==> src/avu_pkg.sv <==
// Shared constants, types and state encodings for the angle unwrap / velocity unit.
// Used by avu_tracker, avu_velocity and angle_unwrap_velocity_estimator_unit.
package avu_pkg;

    localparam int FRAC_BITS = 16;

    localparam int ANGLE_W   = 19;
    localparam int TIME_W    = 32;
    localparam int TURN_W    = 32;
    localparam int CFG_W     = 16;
    localparam int UNW_W     = 48;
    localparam int VEL_W     = 32;
    localparam int BASE_W    = 51;
    localparam int CUR_W     = BASE_W + 1;
    localparam int DELTA_W   = CUR_W + 1;
    localparam int MAG_W     = CUR_W;
    localparam int SCALE_W   = 20;
    localparam int PROD_W    = MAG_W + SCALE_W;
    localparam int CNT_W     = $clog2(TIME_W);
    localparam int S_DATA_W  = 56;
    localparam int M_DATA_W  = 112;
    localparam int M_USER_W  = 2;

    localparam logic [63:0] TWO_PI_Q32  = 64'd26986075409;
    localparam logic [63:0] WRAP_Q32    = 64'd21588860327;
    localparam logic [63:0] TWO_PI_FULL =
        (TWO_PI_Q32 + (64'd1 << (31 - FRAC_BITS))) >> (32 - FRAC_BITS);

    localparam logic [ANGLE_W-1:0] TWO_PI     = ANGLE_W'(TWO_PI_FULL);
    localparam logic [ANGLE_W-1:0] WRAP_LIMIT = ANGLE_W'(WRAP_Q32 >> (32 - FRAC_BITS));

    // base (turns * 2pi) at the two ends of the signed turn range
    localparam logic [BASE_W-1:0] BASE_MAX = BASE_W'(TWO_PI_FULL * 64'h7FFF_FFFF);
    localparam logic [BASE_W-1:0] BASE_MIN = BASE_W'(64'd0 - TWO_PI_FULL * 64'h8000_0000);

    localparam logic [TURN_W-1:0] TURN_MAX = {1'b0, {(TURN_W-1){1'b1}}};
    localparam logic [TURN_W-1:0] TURN_MIN = {1'b1, {(TURN_W-1){1'b0}}};

    localparam logic [SCALE_W-1:0] MICRO_SCALE = SCALE_W'(1000000);
    localparam logic [CFG_W-1:0]   CFG_RESET   = CFG_W'(100);

    localparam logic [VEL_W-1:0] VEL_POS_LIMIT = {1'b0, {(VEL_W-1){1'b1}}};
    localparam logic [VEL_W-1:0] VEL_NEG_LIMIT = {1'b1, {(VEL_W-1){1'b0}}};

    typedef enum logic [2:0] {
        ST_IDLE,
        ST_UNWRAP,
        ST_SUM,
        ST_DELTA,
        ST_DECIDE,
        ST_DIV,
        ST_EMIT
    } avu_state_t;

    typedef enum logic [2:0] {
        VU_IDLE,
        VU_MUL,
        VU_CHK,
        VU_DIV,
        VU_FIN
    } vu_state_t;

    typedef struct packed {
        logic load;
        logic unwrap;
        logic sum;
        logic delta;
        logic decide;
    } trk_ctrl_t;

    typedef struct packed {
        logic fault;
        logic refresh;
    } trk_stat_t;

endpackage

==> src/angle_unwrap_velocity_estimator_unit.sv <==
// Rotor angle unwrap and velocity estimate (avu_pkg, avu_tracker, avu_velocity). A faulted
// beat goes from unwrap straight to the output step; otherwise sum, delta and decide follow,
// and on a velocity update a serial x1e6 and a restoring divide, the divide being skipped
// when the quotient overflows and saturates. Next beat is taken the cycle after the result
// enters the output register, so no new beat is taken while one is in progress or waits on m_tready.
// Synchronous active-low reset clears all tracking state; min_elapsed_us resets to 100.
module angle_unwrap_velocity_estimator_unit import avu_pkg::*; (
    input  logic                aclk,
    input  logic                aresetn,
    input  logic                cfg_wr_en,
    input  logic [CFG_W-1:0]    cfg_wr_data,     // min_elapsed_us
    input  logic                s_tvalid,
    output logic                s_tready,
    input  logic [S_DATA_W-1:0] s_tdata,         // sample_angle[18:0], timestamp_us[50:19]
    input  logic                s_tuser,         // sample_fault
    output logic                m_tvalid,
    input  logic                m_tready,
    output logic [M_DATA_W-1:0] m_tdata,         // rotation_count[31:0],
                                                 // unwrapped_angle[79:32],
                                                 // angular_velocity[111:80]
    output logic [M_USER_W-1:0] m_tuser          // velocity_refreshed[0], sample_rejected[1]
);

    avu_state_t          state_reg, state_next;
    logic [CFG_W-1:0]    min_elapsed_reg;
    logic                m_tvalid_reg;
    logic [M_DATA_W-1:0] m_tdata_reg;
    logic [M_USER_W-1:0] m_tuser_reg;

    trk_ctrl_t           trk_ctrl;
    trk_stat_t           trk_stat;
    logic [TURN_W-1:0]   trk_turn;
    logic [UNW_W-1:0]    trk_unw;
    logic [VEL_W-1:0]    trk_vel;
    logic [MAG_W-1:0]    trk_mag;
    logic                trk_neg;
    logic [TIME_W-1:0]   trk_elapsed;
    logic                trk_refreshed;
    logic                vu_start;
    logic                vu_done;
    logic [VEL_W-1:0]    vu_velocity;
    logic                out_load;
    logic                out_free;

    avu_tracker u_tracker (
        .aclk            (aclk),
        .aresetn         (aresetn),
        .ctrl            (trk_ctrl),
        .in_angle        (s_tdata[ANGLE_W-1:0]),
        .in_fault        (s_tuser),
        .in_time         (s_tdata[ANGLE_W+TIME_W-1:ANGLE_W]),
        .min_elapsed     (min_elapsed_reg),
        .vel_done        (vu_done),
        .vel_value       (vu_velocity),
        .stat            (trk_stat),
        .turn_count      (trk_turn),
        .unwrapped_angle (trk_unw),
        .held_velocity   (trk_vel),
        .delta_mag       (trk_mag),
        .delta_neg       (trk_neg),
        .elapsed         (trk_elapsed),
        .refreshed       (trk_refreshed)
    );

    avu_velocity u_velocity (
        .aclk     (aclk),
        .aresetn  (aresetn),
        .start    (vu_start),
        .mag      (trk_mag),
        .neg      (trk_neg),
        .den      (trk_elapsed),
        .done     (vu_done),
        .velocity (vu_velocity)
    );

    assign out_free = !m_tvalid_reg || m_tready;

    always_comb begin
        state_next      = state_reg;
        trk_ctrl        = '0;
        vu_start        = 1'b0;
        out_load        = 1'b0;
        s_tready        = 1'b0;
        unique case (state_reg)
            ST_IDLE: begin
                s_tready      = 1'b1;
                trk_ctrl.load = s_tvalid;
                if (s_tvalid) begin
                    state_next = ST_UNWRAP;
                end
            end
            ST_UNWRAP: begin
                trk_ctrl.unwrap = 1'b1;
                state_next      = trk_stat.fault ? ST_EMIT : ST_SUM;
            end
            ST_SUM: begin
                trk_ctrl.sum = 1'b1;
                state_next   = ST_DELTA;
            end
            ST_DELTA: begin
                trk_ctrl.delta = 1'b1;
                state_next     = ST_DECIDE;
            end
            ST_DECIDE: begin
                trk_ctrl.decide = 1'b1;
                vu_start        = trk_stat.refresh;
                state_next      = trk_stat.refresh ? ST_DIV : ST_EMIT;
            end
            ST_DIV: begin
                if (vu_done) begin
                    state_next = ST_EMIT;
                end
            end
            ST_EMIT: begin
                if (out_free) begin
                    out_load   = 1'b1;
                    state_next = ST_IDLE;
                end
            end
            default: begin
                state_next = ST_IDLE;
            end
        endcase
    end

    always_ff @(posedge aclk) begin
        if (!aresetn) begin
            state_reg       <= ST_IDLE;
            min_elapsed_reg <= CFG_RESET;
            m_tvalid_reg    <= 1'b0;
        end else begin
            state_reg <= state_next;
            if (cfg_wr_en) begin
                min_elapsed_reg <= cfg_wr_data;
            end
            if (out_load) begin
                m_tvalid_reg <= 1'b1;
            end else if (m_tready) begin
                m_tvalid_reg <= 1'b0;
            end
        end
    end

    always_ff @(posedge aclk) begin
        if (out_load) begin
            m_tdata_reg <= {trk_vel, trk_unw, trk_turn};
            m_tuser_reg <= {trk_stat.fault, trk_refreshed};
        end
    end

    assign m_tvalid = m_tvalid_reg;
    assign m_tdata  = m_tdata_reg;
    assign m_tuser  = m_tuser_reg;

    a_flags_exclusive: assert property (@(posedge aclk) disable iff (!aresetn)
        m_tvalid |-> !(m_tuser[0] && m_tuser[1]))
        else $error("refreshed and rejected both set");

    a_done_in_div: assert property (@(posedge aclk) disable iff (!aresetn)
        vu_done |-> (state_reg == ST_DIV))
        else $error("velocity unit finished outside divide phase");

    a_turn_only_on_unwrap: assert property (@(posedge aclk) disable iff (!aresetn)
        (state_reg != ST_UNWRAP) |=> $stable(trk_turn))
        else $error("turn count changed outside unwrap step");

endmodule

==> src/avu_tracker.sv <==
// Angle unwrap and reference tracking: turn count, unwrapped angle, delta and elapsed time.
// Depends on avu_pkg; stepped by the top-level sequencer through trk_ctrl_t.
module avu_tracker import avu_pkg::*; (
    input  logic               aclk,
    input  logic               aresetn,
    input  trk_ctrl_t          ctrl,
    input  logic [ANGLE_W-1:0] in_angle,
    input  logic               in_fault,
    input  logic [TIME_W-1:0]  in_time,
    input  logic [CFG_W-1:0]   min_elapsed,
    input  logic               vel_done,
    input  logic [VEL_W-1:0]   vel_value,
    output trk_stat_t          stat,
    output logic [TURN_W-1:0]  turn_count,
    output logic [UNW_W-1:0]   unwrapped_angle,
    output logic [VEL_W-1:0]   held_velocity,
    output logic [MAG_W-1:0]   delta_mag,
    output logic               delta_neg,
    output logic [TIME_W-1:0]  elapsed,
    output logic               refreshed
);

    logic [ANGLE_W-1:0] angle_in_reg;
    logic [TIME_W-1:0]  time_in_reg;
    logic               fault_reg;
    logic [ANGLE_W-1:0] last_angle_reg;
    logic [TIME_W-1:0]  last_time_reg;
    logic [TURN_W-1:0]  turn_reg;
    logic [BASE_W-1:0]  base_reg;
    logic [CUR_W-1:0]   cur_reg;
    logic [CUR_W-1:0]   ref_unw_reg;
    logic [TIME_W-1:0]  ref_time_reg;
    logic [VEL_W-1:0]   held_vel_reg;
    logic [TIME_W-1:0]  elapsed_reg;
    logic [DELTA_W-1:0] delta_reg;
    logic               time_ok_reg;
    logic               refreshed_reg;

    logic               angle_up;
    logic [ANGLE_W-1:0] jump;
    logic               is_wrap;
    logic [TURN_W-1:0]  turn_next;
    logic [BASE_W-1:0]  base_next;
    logic [BASE_W-1:0]  two_pi_ext;
    logic [CUR_W-1:0]   cur_next;
    logic [DELTA_W-1:0] delta_next;
    logic [DELTA_W-1:0] delta_abs;
    logic               refresh;

    assign two_pi_ext = {{(BASE_W-ANGLE_W){1'b0}}, TWO_PI};
    assign angle_up   = angle_in_reg > last_angle_reg;
    assign jump       = angle_up ? (angle_in_reg - last_angle_reg)
                                 : (last_angle_reg - angle_in_reg);
    assign is_wrap    = jump > WRAP_LIMIT;

    always_comb begin
        turn_next = turn_reg;
        base_next = base_reg;
        if (is_wrap) begin
            if (angle_up) begin
                turn_next = turn_reg - TURN_W'(1);
                base_next = (turn_reg == TURN_MIN) ? BASE_MAX : (base_reg - two_pi_ext);
            end else begin
                turn_next = turn_reg + TURN_W'(1);
                base_next = (turn_reg == TURN_MAX) ? BASE_MIN : (base_reg + two_pi_ext);
            end
        end
    end

    assign cur_next   = {base_reg[BASE_W-1], base_reg}
                      + {{(CUR_W-ANGLE_W){1'b0}}, last_angle_reg};
    assign delta_next = {cur_reg[CUR_W-1], cur_reg} - {ref_unw_reg[CUR_W-1], ref_unw_reg};
    assign delta_neg  = delta_reg[DELTA_W-1];
    assign delta_abs  = delta_neg ? (DELTA_W'(0) - delta_reg) : delta_reg;
    assign delta_mag  = delta_abs[MAG_W-1:0];
    assign refresh    = time_ok_reg && (delta_reg != '0);

    always_ff @(posedge aclk) begin
        if (ctrl.load) begin
            angle_in_reg <= in_angle;
            time_in_reg  <= in_time;
        end
    end

    always_ff @(posedge aclk) begin
        if (!aresetn) begin
            fault_reg      <= 1'b0;
            last_angle_reg <= '0;
            last_time_reg  <= '0;
            turn_reg       <= '0;
            base_reg       <= '0;
            cur_reg        <= '0;
            ref_unw_reg    <= '0;
            ref_time_reg   <= '0;
            held_vel_reg   <= '0;
            elapsed_reg    <= '0;
            delta_reg      <= '0;
            time_ok_reg    <= 1'b0;
            refreshed_reg  <= 1'b0;
        end else begin
            if (ctrl.load) begin
                fault_reg <= in_fault;
            end
            if (ctrl.unwrap) begin
                refreshed_reg <= 1'b0;
                if (!fault_reg) begin
                    turn_reg       <= turn_next;
                    base_reg       <= base_next;
                    last_angle_reg <= angle_in_reg;
                    last_time_reg  <= time_in_reg;
                end
            end
            if (ctrl.sum) begin
                cur_reg     <= cur_next;
                elapsed_reg <= last_time_reg - ref_time_reg;
            end
            if (ctrl.delta) begin
                delta_reg   <= delta_next;
                time_ok_reg <= elapsed_reg >= TIME_W'(min_elapsed);
            end
            if (ctrl.decide && refresh) begin
                ref_unw_reg   <= cur_reg;
                ref_time_reg  <= last_time_reg;
                refreshed_reg <= 1'b1;
            end
            if (vel_done) begin
                held_vel_reg <= vel_value;
            end
        end
    end

    assign stat.fault      = fault_reg;
    assign stat.refresh    = refresh;
    assign turn_count      = turn_reg;
    assign unwrapped_angle = cur_reg[UNW_W-1:0];
    assign held_velocity   = held_vel_reg;
    assign elapsed         = elapsed_reg;
    assign refreshed       = refreshed_reg;

endmodule

==> src/avu_velocity.sv <==
// Bit-serial velocity unit: |delta| * 1e6 by shift-add, then restoring divide by elapsed us.
// Saturates to the signed 32-bit range and applies the sign. Depends on avu_pkg.
module avu_velocity import avu_pkg::*; (
    input  logic              aclk,
    input  logic              aresetn,
    input  logic              start,
    input  logic [MAG_W-1:0]  mag,
    input  logic              neg,
    input  logic [TIME_W-1:0] den,
    output logic              done,
    output logic [VEL_W-1:0]  velocity
);

    vu_state_t          state_reg, state_next;
    logic [CNT_W-1:0]   cnt_reg;
    logic [MAG_W-1:0]   mag_reg;
    logic               neg_reg;
    logic [TIME_W-1:0]  den_reg;
    logic [PROD_W-1:0]  acc_reg;
    logic [TIME_W-1:0]  rem_reg;
    logic [TIME_W-1:0]  quo_reg;

    logic [PROD_W-1:0]        acc_next;
    logic [PROD_W-TIME_W-1:0] acc_hi;
    logic                     ovf;
    logic [TIME_W:0]          trial;
    logic                     ge;
    logic [TIME_W:0]          diff;
    logic [VEL_W-1:0]         limit;
    logic [VEL_W-1:0]         sat;

    assign acc_next = {acc_reg[PROD_W-2:0], 1'b0}
                    + (MICRO_SCALE[cnt_reg] ? PROD_W'(mag_reg) : PROD_W'(0));
    assign acc_hi   = acc_reg[PROD_W-1:TIME_W];
    assign ovf      = acc_hi >= (PROD_W-TIME_W)'(den_reg);
    assign trial    = {rem_reg, quo_reg[TIME_W-1]};
    assign ge       = trial >= {1'b0, den_reg};
    assign diff     = trial - {1'b0, den_reg};

    always_ff @(posedge aclk) begin
        if (!aresetn) begin
            state_reg <= VU_IDLE;
        end else begin
            state_reg <= state_next;
        end
    end

    always_comb begin
        state_next = state_reg;
        done       = 1'b0;
        unique case (state_reg)
            VU_IDLE: begin
                if (start) begin
                    state_next = VU_MUL;
                end
            end
            VU_MUL: begin
                if (cnt_reg == '0) begin
                    state_next = VU_CHK;
                end
            end
            VU_CHK: begin
                state_next = ovf ? VU_FIN : VU_DIV;
            end
            VU_DIV: begin
                if (cnt_reg == '0) begin
                    state_next = VU_FIN;
                end
            end
            VU_FIN: begin
                done       = 1'b1;
                state_next = VU_IDLE;
            end
            default: begin
                state_next = VU_IDLE;
            end
        endcase
    end

    always_ff @(posedge aclk) begin
        case (state_reg)
            VU_IDLE: begin
                if (start) begin
                    mag_reg <= mag;
                    neg_reg <= neg;
                    den_reg <= den;
                    acc_reg <= '0;
                    cnt_reg <= CNT_W'(SCALE_W - 1);
                end
            end
            VU_MUL: begin
                acc_reg <= acc_next;
                cnt_reg <= cnt_reg - CNT_W'(1);
            end
            VU_CHK: begin
                rem_reg <= acc_hi[TIME_W-1:0];
                quo_reg <= ovf ? '1 : acc_reg[TIME_W-1:0];
                cnt_reg <= CNT_W'(TIME_W - 1);
            end
            VU_DIV: begin
                rem_reg <= ge ? diff[TIME_W-1:0] : trial[TIME_W-1:0];
                quo_reg <= {quo_reg[TIME_W-2:0], ge};
                cnt_reg <= cnt_reg - CNT_W'(1);
            end
            default: begin
            end
        endcase
    end

    assign limit    = neg_reg ? VEL_NEG_LIMIT : VEL_POS_LIMIT;
    assign sat      = (quo_reg > limit) ? limit : quo_reg;
    assign velocity = neg_reg ? (VEL_W'(0) - sat) : sat;

endmodule
==> config.mk <==
export PLATFORM = sky130hd
export DESIGN_NAME = angle_unwrap_velocity_estimator_unit
export DESIGN_NICKNAME = d
export VERILOG_FILES = /design/src/avu_pkg.sv /design/src/angle_unwrap_velocity_estimator_unit.sv /design/src/avu_tracker.sv /design/src/avu_velocity.sv
export SDC_FILE = /design/constraint.sdc
export NUM_CORES = 2
export LEC_CHECK = 0
export ABC_AREA = 1
export BUFFER_PORTS_ARGS = -buffer_cell sky130_fd_sc_hd__buf_2
export CORE_ASPECT_RATIO = 0.8
export CORE_MARGIN = 2
export CORE_UTILIZATION = 35
export CTS_CLUSTER_DIAMETER = 50
export CTS_CLUSTER_SIZE = 8
export DETAILED_ROUTE_END_ITERATION = 8
export PLACE_DENSITY = 0.52
export SYNTH_ARGS = -nofsm -noshare
export SYNTH_HDL_FRONTEND = slang
export SYNTH_SLANG_ARGS = --single-unit
==> constraint.sdc <==
create_clock -name aclk -period 14.15 [get_ports aclk]
set_input_delay 2.83 -clock aclk [delete_from_list [all_inputs] [get_ports aclk]]
set_output_delay 2.83 -clock aclk [all_outputs]
set_load 0.1 [all_outputs]
==> results.toml <==
[detailed_routing]
wl_per_cell_um = 18.32
vias = 47708
first_pass_iters = 6
postRouteAntennaNets = 0
initialDrtViolationCount = 3936
drc_errors = 0
routed_via_density = 5.116
drt_wl_total_um = 170800

[grt]
grt_pass1_vias = 44517
grt_max_degree = 190
grt.overflow.total = 0
grt_pass1_wl_um = 262700
grt_use_total_pct = 21.88
antenna_found_initial = 6

[clock_tree]
htreeDepth = 4
clk_latency_ps = 780
clock_path_buffers = 3
post_cts.repair.setup_buffers = 0
cts_tree = "yes"
clock-root-buffer = "clkbuf_16"
cts-buffers-inserted = 135
holdBufCountCts = 0
path_clk_slew_ps = 50
cts_resized = 0
cts.sink_count = 805

[worst_setup_path]
cp.required_ps = 14850
end_kind = "flop"
path_max_fanout = 64
crit_arrival_ps = 6580
setup.worst_path.start_class = "flop"
worstSetupPathType = "reg -> reg"

[sta]
hold_viol = 0
rsz0062_at_grt = "no"
relSlewSlack_pct = 17.92
max_freq_mhz = 170.2
tightest_slew_ps = 1231
tns_ps = 0
min_period_ps = 5876
slew_viol_final = 0
fin_skew_ps = 34.92
setup_violations = 0
period_share_pct = 41.53

[cells_and_area]
syn_to_final_growth_pct = 13.51
fillers = 15526
antenna_cells = 0
largest_reg_flops = 112
post-route-cell-area_sq_mm = 0.05935
drive_above_1_share_pct = 6.402
post-route-util_pct = 40.13
nets = 7663

[die]
die_width_um = 436.1
die_h_um = 349.7
core_sq_mm = 0.1479
pin_count = 194
die_area_sq_mm = 0.1525
row_count = 126
initial_core_util_pct = 35.35

[synth]
yosysWarnings = 0
synth_edf_count = 391
netlist_area_sq_mm = 0.05228
syn_nets = 7538
async_flop_share_pct = 0
avgSynthCellArea_sq_um = 7.349
synth-seq-cells = 805
ys.flop_type = "dfxtp_1"
ys_seq_area_share_pct = 38.31
yosysUniqueCellTypes = 63
netlist_instances = 7114

[status]
status = "finished clean"

[placed_design]
routabilityCongestion = 0.9726
place_area_sq_mm = 0.05513
port_buffers = 188
dp_hpwl_um = 128500

[flow_run]
drv_cap = 0

[power]
p_leak_nw = 26.73
p_total_mw = 8.950
max-vdd-ir-drop_v = 0.00009032
p_per_area_mw_per_mm2 = 150.8

[min_path]
hp-class = "reg -> reg"
cells in the mapped netlist (5+ instances only):
cell type	instances	share of area, %
edfxtp_1	391	22
o21ai_0	652	6.2
nand3_1	301	2.9
inv_1	1018	7.3
nand4_1	73	0.87
buf_1	15	0.11
dfxtp_1	414	16
ha_1	338	8.1
and3_1	6	0.072
nor2_1	835	6.0
clkinv_1	5	0.036
nand3b_1	40	0.57
o31ai_1	12	0.17
buf_4	10	0.14
o221ai_1	24	0.40
a21boi_0	15	0.22
clkbuf_1	177	1.3
a21oi_1	791	7.6
or2_2	11	0.13
fa_1	8	0.31
a31oi_1	69	0.83
o21a_1	47	0.67
buf_2	34	0.33
o21bai_1	12	0.17
o221a_2	5	0.11
o211ai_1	40	0.57
nor3_1	119	1.1
inv_2	7	0.050
o21ai_1	17	0.16
nand2_1	1218	8.7
a21o_1	21	0.30
nor4_1	46	0.55
o22ai_1	7	0.084
xor2_1	199	3.3
xnor2_1	71	1.2
layer usage:
layer	up-vias	track usage (%)	part of all wire, %
met5	-	0	0.0082
met4	4	5.402	2.0
met3	217	3.255	5.5
met1	22146	32.77	51
met2	1223	32.65	42
li1	24118	-	-
power breakdown:
group	internal (mW)	switching, mW	leakage [nW]
sequential	2.64	0.258	6.98
combinational	0.951	1.99	17.7
clock	1.91	1.21	2.03
layout make-up:
cell class / instances / area, sq um / share of cell area, %
multi-input combinational: 5039 / 27490 / 46.32
sequential: 805 / 20030 / 33.75
inverter: 1030 / 3869 / 6.519
clock buffer: 201 / 3770 / 6.352
tap: 1984 / 2482 / 4.183
timing repair buffer: 228 / 1264 / 2.129
clock inverter: 39 / 441.7 / 0.7442
logic make-up (layout without fill, tap and decap cells):
| family | count (synthesis) | in the layout | synth area share, % |
|---|---|---|---|
| and+or+nand+nor | 2671 | 2671 | 21.29 |
| AOI/OAI and AO/OA | 1752 | 1752 | 18.16 |
| buffers and inverters | 1270 | 1498 | 9.329 |
| DFF | 805 | 805 | 38.31 |
| adders and majority gates | 346 | 346 | 8.395 |
| xor gates and xnor gates | 270 | 270 | 4.523 |
cells in the final DEF, fill, tap and decap left out, drive strengths merged, types with 69 or more instances in the layout:
cell	count
o21ai	670
ha	338
a31oi	69
nand4	73
xnor2	71
nor3	122
clkbuf	201
inv	1036
dfxtp	414
a21oi	793
nand3	303
nor2	839
buf	228
xor2	199
edfxtp	391
nand2	1222
worst paths after layout:
| path | cells past startpoint | from | end | slack (ps) |
|---|---|---|---|---|
| hold / removal | 0 | u_tracker.held_velocity[19]$_SDFFE_PN0P_ | m_tdata[99]$_DFFE_PP_ | 430 |
| setup reg to reg | 25 | u_tracker.last_angle_reg[13]$_SDFFE_PN0P_ | u_tracker.base_reg[43]$_SDFFE_PN0P_ | 8270 |
| setup / recovery | 25 | u_tracker.last_angle_reg[13]$_SDFFE_PN0P_ | u_tracker.base_reg[43]$_SDFFE_PN0P_ | 8270 |
| hold reg to reg | 0 | u_tracker.held_velocity[19]$_SDFFE_PN0P_ | m_tdata[99]$_DFFE_PP_ | 430 |
critical path, cell delays in order, from the launching register on:
cell and delay [ps]:
dfxtp_1 550, inv_1 90, ha_1 510, nand2_1 170, nor2_2 200, inv_2 50, nor3_1 140, nand2_1 90
nand3_2 140, nand2_2 80, inv_2 50, buf_4 650, nand4_1 150, nand2_1 180, nand2_1 90, nor2_1 90
nand2_1 50, nand2_1 100, nand2_1 100, nand2_4 490, buf_4 630, buf_4 560, nand2_1 290, nand2_1 120
nand2_1 50, nor2_1 100
metrics by stage:
| step | hold WS [ps] | cells | worst slack [ps] |
|---|---|---|---|
| after floorplan | 403.0 | 7114 | 4504 |
| after global placement | 413.9 | 9086 | 8371 |
| after detailed placement | 412.7 | 9086 | 8307 |
| after CTS | 424.1 | 9326 | 8288 |
| after global routing | 430.7 | 9326 | 7653 |
| final | 425.8 | 9326 | 8274 |
(Power assumes the default switching activity.)
